`src/sv/dpt_pkg.sv`:
```
`default_nettype none

package dpt_pkg;

    // item field widths
    localparam int BOX_W      = 12;
    localparam int ANGLE_W    = 16;
    localparam int AREA_TGT_W = 24;
    localparam int OUT_W      = 16;

    // loop arithmetic
    localparam int GAIN_W      = 40;
    localparam int INTEG_W     = 48;
    localparam int GAIN_SPLIT  = 20;
    localparam int INTEG_SPLIT = 24;
    localparam int ANGLE_ERR_W = ANGLE_W + 1;
    localparam int AREA_ERR_W  = AREA_TGT_W + 2;
    localparam int ANGLE_SHIFT = 28;
    localparam int AREA_SHIFT  = 20;

    // output shaping defaults
    localparam int AREA_LIMIT_HIGH_DEF  = 3277;
    localparam int AREA_LIMIT_LOW_DEF   = 41;
    localparam int ANGLE_LIMIT_HIGH_DEF = 3277;
    localparam int ANGLE_LIMIT_LOW_DEF  = 41;

    // configuration port
    localparam int CFG_IDX_W  = 3;
    localparam int CFG_DATA_W = GAIN_W;

    typedef enum logic [CFG_IDX_W-1:0] {
        CFG_KP_ANGLE     = 3'd0,
        CFG_KI_ANGLE     = 3'd1,
        CFG_KD_ANGLE     = 3'd2,
        CFG_KP_AREA      = 3'd3,
        CFG_KI_AREA      = 3'd4,
        CFG_KD_AREA      = 3'd5,
        CFG_TARGET_AREA  = 3'd6,
        CFG_TARGET_ANGLE = 3'd7
    } cfg_idx_t;

    localparam logic [GAIN_W-1:0]     KP_ANGLE_RST     = 40'd42949673;
    localparam logic [GAIN_W-1:0]     KI_ANGLE_RST     = 40'd0;
    localparam logic [GAIN_W-1:0]     KD_ANGLE_RST     = 40'd0;
    localparam logic [GAIN_W-1:0]     KP_AREA_RST      = 40'd17180;
    localparam logic [GAIN_W-1:0]     KI_AREA_RST      = 40'd0;
    localparam logic [GAIN_W-1:0]     KD_AREA_RST      = 40'd0;
    localparam logic [AREA_TGT_W-1:0] TARGET_AREA_RST  = 24'd75000;
    localparam logic [ANGLE_W-1:0]    TARGET_ANGLE_RST = 16'd0;

    // per-stage load enables of the pipeline
    typedef struct packed {
        logic s1;
        logic s2;
        logic s3;
        logic s4;
        logic s5;
        logic s6;
    } dpt_ld_t;

endpackage

`default_nettype wire

```
`src/sv/dpt_front.sv`:
```
`default_nettype none

module dpt_front import dpt_pkg::*; (
    input  wire logic                          clk,
    input  wire logic                          rst_n,
    input  wire dpt_ld_t                       ld,
    input  wire logic        [BOX_W-1:0]       box_width,
    input  wire logic        [BOX_W-1:0]       box_height,
    input  wire logic signed [ANGLE_W-1:0]     bearing,
    input  wire logic        [AREA_TGT_W-1:0]  target_area,
    input  wire logic signed [ANGLE_W-1:0]     target_angle,
    output logic signed      [ANGLE_ERR_W-1:0] angle_err,
    output logic signed      [INTEG_W-1:0]     angle_integ,
    output logic signed      [ANGLE_ERR_W:0]   angle_diff,
    output logic signed      [AREA_ERR_W-1:0]  area_err,
    output logic signed      [INTEG_W-1:0]     area_integ,
    output logic signed      [AREA_ERR_W:0]    area_diff
);

    localparam logic signed [INTEG_W-1:0] INTEG_MAX = {1'b0, {(INTEG_W-1){1'b1}}};
    localparam logic signed [INTEG_W-1:0] INTEG_MIN = {1'b1, {(INTEG_W-1){1'b0}}};

    logic        [2*BOX_W-1:0]     area;
    logic signed [ANGLE_ERR_W-1:0] ea_next, ea_reg;
    logic signed [AREA_ERR_W-1:0]  eb_next, eb_reg;

    logic signed [ANGLE_ERR_W-1:0] angle_prev_reg;
    logic signed [AREA_ERR_W-1:0]  area_prev_reg;
    logic signed [INTEG_W-1:0]     angle_integ_reg, angle_integ_next;
    logic signed [INTEG_W-1:0]     area_integ_reg, area_integ_next;
    logic signed [ANGLE_ERR_W:0]   angle_diff_reg, angle_diff_next;
    logic signed [AREA_ERR_W:0]    area_diff_reg, area_diff_next;
    logic signed [INTEG_W:0]       angle_sum, area_sum;

    // stage 1: errors
    always_comb
    begin
        area    = {{BOX_W{1'b0}}, box_width} * {{BOX_W{1'b0}}, box_height};
        ea_next = ANGLE_ERR_W'(target_angle) - ANGLE_ERR_W'(bearing);
        eb_next = $signed({2'b00, target_area}) - $signed({2'b00, area});
    end

    always_ff @(posedge clk)
    begin
        if (ld.s1)
        begin
            ea_reg <= ea_next;
            eb_reg <= eb_next;
        end
    end

    // stage 2: integrators with saturation, difference to previous error
    always_comb
    begin
        angle_sum = (INTEG_W+1)'(angle_integ_reg) + (INTEG_W+1)'(ea_reg);
        area_sum  = (INTEG_W+1)'(area_integ_reg) + (INTEG_W+1)'(eb_reg);

        if (angle_sum[INTEG_W] != angle_sum[INTEG_W-1])
            angle_integ_next = angle_sum[INTEG_W] ? INTEG_MIN : INTEG_MAX;
        else
            angle_integ_next = angle_sum[INTEG_W-1:0];

        if (area_sum[INTEG_W] != area_sum[INTEG_W-1])
            area_integ_next = area_sum[INTEG_W] ? INTEG_MIN : INTEG_MAX;
        else
            area_integ_next = area_sum[INTEG_W-1:0];

        angle_diff_next = (ANGLE_ERR_W+1)'(ea_reg) - (ANGLE_ERR_W+1)'(angle_prev_reg);
        area_diff_next  = (AREA_ERR_W+1)'(eb_reg) - (AREA_ERR_W+1)'(area_prev_reg);
    end

    // loop state doubles as the stage 2 register
    always_ff @(posedge clk or negedge rst_n)
    begin
        if (!rst_n)
        begin
            angle_integ_reg <= '0;
            area_integ_reg  <= '0;
            angle_prev_reg  <= '0;
            area_prev_reg   <= '0;
        end
        else if (ld.s2)
        begin
            angle_integ_reg <= angle_integ_next;
            area_integ_reg  <= area_integ_next;
            angle_prev_reg  <= ea_reg;
            area_prev_reg   <= eb_reg;
        end
    end

    always_ff @(posedge clk)
    begin
        if (ld.s2)
        begin
            angle_diff_reg <= angle_diff_next;
            area_diff_reg  <= area_diff_next;
        end
    end

    assign angle_err   = angle_prev_reg;
    assign angle_integ = angle_integ_reg;
    assign angle_diff  = angle_diff_reg;
    assign area_err    = area_prev_reg;
    assign area_integ  = area_integ_reg;
    assign area_diff   = area_diff_reg;

endmodule

`default_nettype wire

```
`config.mk`:
```
export PLATFORM = sky130hd
export DESIGN_NAME = dpt_front
export DESIGN_NICKNAME = d
export VERILOG_FILES = /design/src/sv/dpt_pkg.sv /design/src/sv/dpt_front.sv
export SDC_FILE = /design/constraint.sdc
export NUM_CORES = 1
export LEC_CHECK = 0
export ABC_AREA = 1
export BUFFER_PORTS_ARGS = -buffer_cell sky130_fd_sc_hd__buf_2
export CAP_MARGIN = 20
export CORE_ASPECT_RATIO = 0.6
export CORE_UTILIZATION = 61
export CTS_CLUSTER_DIAMETER = 100
export DETAILED_ROUTE_END_ITERATION = 7
export PLACE_DENSITY = 0.91
export SYNTH_ARGS = -nofsm -noshare
export SYNTH_HDL_FRONTEND = slang
export SYNTH_SLANG_ARGS = --single-unit
```
`constraint.sdc`:
```
create_clock -name clk -period 3.85 [get_ports clk]
set_input_delay 0.5775 -clock clk [delete_from_list [all_inputs] [get_ports clk]]
set_output_delay 0.5775 -clock clk [all_outputs]
set_load 0.05 [all_outputs]
```
## After elaboration in Yosys (flattened, before gate mapping)

Cells that the tools add are included.
W data, S select, Z words.

- Multiplexer cells: 4
- $mul: 1
- $add $sub $neg: 6
- Equality and inequality tests: 2

Operators with widths:

| operator | count |
|---|---|
| $mux W48 | 4 |
| $add A48 B17 Y49 | 1 |
| $add A48 B25 Y49 | 1 |
| $sub A25 B25 Y26 | 1 |
| $sub A24 B24 Y25 | 1 |
| $mul A12 B12 Y24 | 1 |
| $sub A17 B17 Y18 | 1 |
| $sub A16 B16 Y17 | 1 |
| $ne A1 B1 Y1 | 2 |

- Flip-flop bits (word level): 225
- Word-level logic and storage cells: 21
- Input bits: 88

## Depth between registers and ports, before layout

Gate-level depths: netlist (run 1).

- Depth after elaboration: 3
- Depth in mapped cells: 23
- Mapped depth without buffers: 22

## Worst setup path after synthesis (run 1)

OpenSTA, ideal clock, no wires.

- Kind: input -> register
- Start: input port box_height[11]
- End: register eb_reg[22], data pin
- Path buffers: 1
- Cell stages on the path: 17
- Data arrival time: 4.843 ns
- Path slack: -1.253 ns
- Library setup time: 0.260 ns
- Path through: clkbuf_1 -> nand2_1 -> fa_1 -> inv_1 -> fa_1 -> inv_1 -> fa_1 -> fa_1 -> inv_1 -> fa_1 -> inv_1 -> ha_1 -> a21oi_1 -> o21ai_0 -> a221oi_1 -> nand3_1 -> xor2_1

- Longest elaborated chain between the ends: 2

Ends and longest elaborated chain:

| what | line | text |
|---|---|---|
| start, declared | dpt_front.sv:8 | `input wire logic [BOX_W-1:0] box_height,` |
| $mul A12 B12 Y24 | dpt_front.sv:38 | `area = {{BOX_W{1'b0}}, box_width} * {{BOX_W{1'b0}}, box_height};` |
| $sub A24 B24 Y25 | dpt_front.sv:40 | `eb_next = $signed({2'b00, target_area}) - $signed({2'b00, area});` |
| named net eb_next[22] | dpt_front.sv:25 | `logic signed [AREA_ERR_W-1:0] eb_next, eb_reg;` |
| end signal, assigned | dpt_front.sv:48 | `eb_reg <= eb_next;` |
| end, declared | dpt_front.sv:25 |  |

The timed path passes the listed nets, and every way through them passes these cells.
A chain may end at the register's enable or synchronous reset.

## Final worst setup path (run 1)

- Start: input port box_width[5]
- End: register eb_reg[22], data pin

- Longest elaborated chain between the ends: 2

Ends and longest elaborated chain:

| what | line | text |
|---|---|---|
| start, declared | dpt_front.sv:7 | `input wire logic [BOX_W-1:0] box_width,` |
| $mul A12 B12 Y24 | dpt_front.sv:38 |  |
| $sub A24 B24 Y25 | dpt_front.sv:40 |  |
| named net eb_next[22] | dpt_front.sv:25 |  |

The timed path passes the listed nets, and every way through them passes these cells.

==> impl_metrics.py, run 1 <==
metrics = {
    "detailed_routing": {
        "remaining_drc_errors": 0,
        "ant_nets": 0,
        "via_per_inst": 5.846,
        "drt_wl_total_um": 92280,
        "wl_per_cell_um": 21.24,
        "routed-via-count": 25400,
        "dr.pass1.iters": 8,
        "drtIter0Drc": 3605,
    },
    "sta": {
        "setup_violations": 19,
        "slew_violations": 0,
        "fin_crit_sh_pct": 121.9,
        "finalHoldViolations": 10,
        "fmax_ghz": 0.2132,
        "hold_ws_ns": -0.02669,
        "maxSlewHeadroom_pct": 24.21,
        "setup_ws_ns": -0.8415,
        "fin_skew_ns": 0.01729,
        "rsz0062_at_grt": "true",
        "fin_crit_ns": 4.691,
        "worstMarginPinSlew_ns": 1.137,
    },
    "clock_tree": {
        "insertion_delay_ns": 0.57,
        "cts_tree": "yes",
        "h-tree-depth": 1,
        "clockBufferDepth": 3,
        "clock_sinks": 224,
        "clk_pin_slew_worst_paths_ns": 0.07,
        "numCtsBuffers": 23,
        "root_buffer": "clkbuf_16",
        "ctsHoldBuffers": 0,
    },
    "yosys": {
        "ys.flop_type": "dfrtp_1",
        "syn_area_um2": 24250,
        "synth_cell_types": 46,
        "synth_edf_count": 86,
        "syn_avg_cell_area_um2": 7.112,
        "syn-num-nets": 3854,
        "seq_area_frac_synth_pct": 24.89,
        "yosysWarnings": 0,
        "synth_seq_cells": 224,
        "post_synth_inst_count": 3410,
        "synth-async-reset-ratio_pct": 61.61,
    },
    "global_route": {
        "grt_max_degree": 219,
        "antenna_found_initial": 2,
        "grt_usage_pct": 44.33,
        "busiest_layer": "met1",
        "grt_pass1_wl_um": 136100,
        "grt_pass1_vias": 23250,
        "grt-ovfl-total": 0,
        "use_met2_pct": 56.47,
        "grt_util_met1_pct": 67.77,
        "use_met3_pct": 18.16,
    },
    "placement": {
        "portBuffers": 267,
        "hpwl_um": 72330,
        "place_inst": 4270,
        "place.gp.congestion": 1.058,
    },
    "critical_path": {
        "critPathBufInv": 6,
        "regToRegEndpoint": "area_integ[25]",
        "start_kind": "input port",
        "cp_top_family": "adder cells",
        "worst_ep_required_time_ns": 4.17,
        "slowest_delay_ns": 0.57,
        "cp_cell_sequence": "buf_8, buf_6, buf_4, nand2_1, inv_1, fa_2, fa_1, fa_1, fa_1, fa_1, inv_2, ha_4, buf_4, nand2_4, o21ai_2, a221oi_2, nand3_1, xor2_1",
        "crit_arrival_ns": 5.01,
        "path_max_fanout": 7,
        "ff2ff_path_depth": 16,
        "criticalPathCategory": "in2reg",
        "worstSetupEndpointType": "flip-flop",
        "r2r_slack_ns": 0.32,
        "cpMostUsedCell": "fa_1",
        "rr_startpoint": "area_integ[0]",
        "slowest_stage": "fa_2",
    },
    "finish": {
        "fin_nets": 4249,
        "fin_cells": 4344,
        "drive_above_1_share_pct": 18.63,
        "postLayoutCoreUtil_pct": 75.29,
        "synthToLayoutAreaGrowth_pct": 21.38,
        "diodes": 0,
    },
    "job": {
        "drv_cap": 0,
    },
    "floorplanning": {
        "die_y_um": 156.4,
        "die_w_um": 259.4,
        "rows": 56,
        "dieArea_um2": 40580,
        "io_pins": 272,
        "initial_core_util_pct": 62.03,
        "core-area_um2": 39100,
    },
    "worst_hold_path": {
        "hold_path_class": "in2async",
    },
    "status": {
        "status": "finished with violations",
        "violations": "hold timing, setup timing",
    },
}
per-stage QoR:
stage,TNS [ns],hold WS [ns],setup WS (ns),instance area (µm²)
detailed placement,-26.77,0.5279,-1.706,27310
finish,-11.09,-0.02669,-0.8415,29440
floorplan,-11.55,0.2819,-0.9336,24740
CTS,-8.035,0.01681,-0.6520,28970
global route,-12.45,0.04294,-0.9498,29440
global placement,-25.83,0.5067,-1.656,27310
worst reg2reg max path, cell delays in order, from the launching register on:
cell	delay [ns]
dfrtp_1	0.39
ha_1	0.41
inv_1	0.10
fa_1	0.43
inv_1	0.20
nand3_1	0.10
nand2_1	0.22
nand2_1	0.09
nand2_1	0.21
nand2_1	0.11
nand2_2	0.14
nand2_1	0.11
nand4_1	0.10
nand2_1	0.13
a21oi_4	0.19
buf_12	0.28
a21oi_1	0.18
synthesized netlist by cell type, types with 5 or more instances:
| cell | number | share of area, % |
|---|---|---|
| fa_1 | 130 | 11 |
| a21o_1 | 11 | 0.34 |
| xor2_1 | 89 | 3.2 |
| buf_6 | 12 | 0.56 |
| nor3_1 | 26 | 0.54 |
| a21boi_0 | 15 | 0.46 |
| xnor2_1 | 40 | 1.4 |
| nand3_1 | 120 | 2.5 |
| inv_2 | 6 | 0.093 |
| nor2_2 | 10 | 0.26 |
| o21bai_1 | 34 | 1.1 |
| nor2_1 | 309 | 4.8 |
| dfrtp_1 | 138 | 14 |
| a31oi_1 | 11 | 0.28 |
| ha_1 | 226 | 12 |
| nand2_2 | 7 | 0.18 |
| a21oi_1 | 237 | 4.9 |
| nor4_1 | 5 | 0.13 |
| a21oi_2 | 44 | 1.6 |
| o31ai_1 | 5 | 0.15 |
| inv_1 | 642 | 9.9 |
| nand3b_1 | 5 | 0.15 |
| nand2_1 | 973 | 15 |
| o21ai_0 | 99 | 2.0 |
| nand4_1 | 47 | 1.2 |
| edfxtp_1 | 86 | 11 |
| o21ai_1 | 11 | 0.23 |
| clkbuf_1 | 42 | 0.65 |
how the worst max path moves through the flow:
stage	startpoint	endpoint	slack, ns	cells after the start
after floorplan	box_height[0]	eb_reg[21]	-0.93	21
after global placement	box_height[6]	eb_reg[22]	-1.66	17
after detailed placement	box_height[6]	eb_reg[22]	-1.71	17
after CTS	box_width[10]	eb_reg[21]	-0.65	22
after global routing	box_width[10]	eb_reg[21]	-0.95	22
final	box_width[5]	eb_reg[22]	-0.84	18
layer usage:
layer	part of all wire, %	routed length, µm
met1	43	39830
met2	37	33940
met5	0.021	19
met3	17	15570
met4	3.2	2919
final cells by class:
cell class / count / area (µm²)
fillers: 2855 / 9662
clock inverters: 12 / 155.1
well taps: 522 / 653.1
inverters: 649 / 2441
clock buffers: 30 / 631.9
flip-flops and latches: 224 / 6036
multi-input cells: 2472 / 16390
repair buffers: 435 / 3126
placed cells by master, fill, tap and decap left out, types with 114 or more instances in the layout:
cell type  netlist  layout
fa_1           130     118
buf_4            4     128
nand2_1        973     929
dfrtp_1        138     138
ha_1           226     207
buf_2            4     241
nor2_1         309     303
nand3_1        120     114
inv_1          642     606
a21oi_1        237     219
repair_timing:
item / 4_1_cts / 5_1_grt
gates resized for setup: 181 / 99
pin swaps: 72 / 70
setup buffers: 24 / 17
endpoints found under the hold margin: 0 / 0
setup endpoints to repair: 21 / 20
logic make-up (layout without fill, tap and decap cells):
kind of cell | count (synthesis) | in the layout | share of synthesized area, %
xor+xnor | 129 | 129 | 4.659
buf+inv | 714 | 1126 | 11.62
compound gates | 478 | 478 | 11.41
fa+ha+maj | 356 | 356 | 22.39
simple gates | 1509 | 1509 | 25.03
flops | 224 | 224 | 24.89
Power of run 1 is left out: the tool's default activity adds up to more than one toggle a clock period on the data nets, which glitch-free logic cannot reach.
==> inputs of run 2 (changes only) <==
SKIP_CTS_REPAIR_TIMING = 1   (was default)
==> run 2 against run 1 <==
Net effect: the run still ends with hold timing, setup timing left; via count down 1.0%; final area fell by 1.2%; non-clock buffer count decreased by 19; worst hold slack improved by 0.011 ns; critical endpoint is now eb_reg[24]; highest routed layer is now met4; cell count is 0.39% lower.
==> impl_metrics.py, run 2 (synthesis results as in run 1) <==
metrics = {
    "detailed_routing": {
        "routed-via-count": 25140,
        "drtIter0Drc": 3542,
        "ant_nets": 0,
        "drt_wl_total_um": 89680,
        "wl_per_cell_um": 20.73,
        "remaining_drc_errors": 0,
        "via_per_inst": 5.809,
        "dr.pass1.iters": 6,
    },
    "global_route": {
        "grt_pass1_vias": 22750,
        "antenna_found_initial": 2,
        "grt_pass1_wl_um": 132400,
        "grt_usage_pct": 43.13,
        "grt_max_degree": 219,
        "grt-ovfl-total": 0,
    },
    "critical_path": {
        "path_max_fanout": 9,
        "r2r_slack_ns": 0.34,
        "criticalPathCategory": "in2reg",
        "rr_startpoint": "area_integ[0]",
        "worstSetupEndpointType": "flip-flop",
        "ff2ff_path_depth": 16,
        "critPathCapture": "eb_reg[24]",
        "crit_arrival_ns": 5.01,
        "worst_ep_required_time_ns": 4.17,
        "start_kind": "input port",
        "crit_start": "box_height[10]",
        "regToRegEndpoint": "area_integ[25]",
    },
    "sta": {
        "worstMarginPinSlew_ns": 0.9985,
        "rsz0062_at_grt": "true",
        "setup_ws_ns": -0.8349,
        "fin_skew_ns": 0.01186,
        "fmax_ghz": 0.2135,
        "setup_violations": 19,
        "finalHoldViolations": 6,
        "fin_crit_ns": 4.685,
        "hold_ws_ns": -0.01575,
        "maxSlewHeadroom_pct": 33.43,
        "tns_ns": -10.37,
        "slew_violations": 0,
        "fin_crit_sh_pct": 121.7,
    },
    "finish": {
        "layout_common_cells": "936 x nand2_1, 619 x inv_1, 304 x nor2_1",
        "postLayoutCoreUtil_pct": 74.37,
        "mostFrequentLayoutCell": "nand2_1",
        "drive_above_1_share_pct": 17.33,
        "synthToLayoutAreaGrowth_pct": 19.89,
        "nFillCells": 2929,
        "fin_nets": 4230,
    },
    "floorplanning": {
        "rows": 56,
        "die_y_um": 156.4,
        "core-area_um2": 39100,
        "io_pins": 272,
        "initial_core_util_pct": 62.03,
        "die_w_um": 259.4,
        "dieArea_um2": 40580,
    },
    "clock_tree": {
        "clock_sinks": 224,
        "root_buffer": "clkbuf_16",
        "h-tree-depth": 1,
        "insertion_delay_ns": 0.57,
        "cts_tree": "yes",
        "numCtsBuffers": 23,
        "clk_pin_slew_worst_paths_ns": 0.07,
        "clockBufferDepth": 3,
    },
    "placement": {
        "portBuffers": 267,
        "hpwl_um": 72330,
        "place.gp.congestion": 1.058,
        "pre_cts_ws_ns": -1.706,
    },
    "status": {
        "violations": "hold timing, setup timing",
        "status": "finished with violations",
    },
    "job": {
        "drv_cap": 0,
    },
    "worst_hold_path": {
        "hold_path_class": "in2async",
    },
}
==> run 2: changes by cell type in the layout (fill, tap and decap cells not counted), sizes merged <==
cell    change
buf        -20
clkbuf      +1
diode       +2
==> run 2: critical path, stage by stage <==
cell and delay, ns:
buf_4 0.17, buf_4 0.15, nand2_1 0.07, inv_1 0.05, fa_1 0.50, inv_1 0.05, fa_1 0.50, fa_1 0.45
fa_1 0.53, inv_1 0.06, fa_1 0.54, inv_1 0.07, ha_4 0.27, nand2_4 0.10, nor2_1 0.08, nor2_2 0.22
o21ai_1 0.15, a21oi_2 0.22, nand2_1 0.11, nand2_1 0.08, nand2_1 0.05
==> run 2: routing by layer <==
layer / part of all wire, % / vias to the layer above / track usage (%)
met3: 17 / 190 / 18.25
met1: 44 / 11790 / 67.07
met4: 2.6 / 0 / 9.188
met5: 0 / - / 0
li1: - / 11480 / -
met2: 36 / 1677 / 53.43
==> run 2: final cells by class <==
class | instances | area (µm²) | area share, %
clock buffer | 30 | 631.9 | 2.173
inverter | 649 | 2441 | 8.396
tap | 522 | 653.1 | 2.246
sequential | 224 | 6036 | 20.76
clock inverter | 12 | 155.1 | 0.5336
timing repair buffer | 416 | 2937 | 10.10
antenna | 2 | 5.005 | 0.01721
multi-input combinational | 2472 | 16220 | 55.77
==> run 2: metrics by stage <==
step	hold WS (ns)	std cells	instance area (µm²)
floorplan	0.2819	3410	24740
global placement	0.5067	4270	27310
detailed placement	0.5279	4270	27310
CTS	0.01681	4312	28100
global route	0.04285	4325	29070
finish	-0.01575	4327	29080
==> run 2: how the worst min path moves through the flow <==
stage | slack [ns] | start | endpoint | cells past startpoint
2_1_floorplan | 0.28 | rst_n | angle_err[0] | 0
3_3_place_gp | 0.51 | area_err[0] | area_err[0] | 2
5_1_grt | 0.04 | rst_n | angle_integ[30] | 1
3_5_place_dp | 0.53 | area_integ[47] | area_integ[47] | 2
4_1_cts | 0.02 | rst_n | angle_integ[30] | 1
6_report | -0.02 | rst_n | angle_integ[30] | 1
Power of run 2 is left out for the same reason.
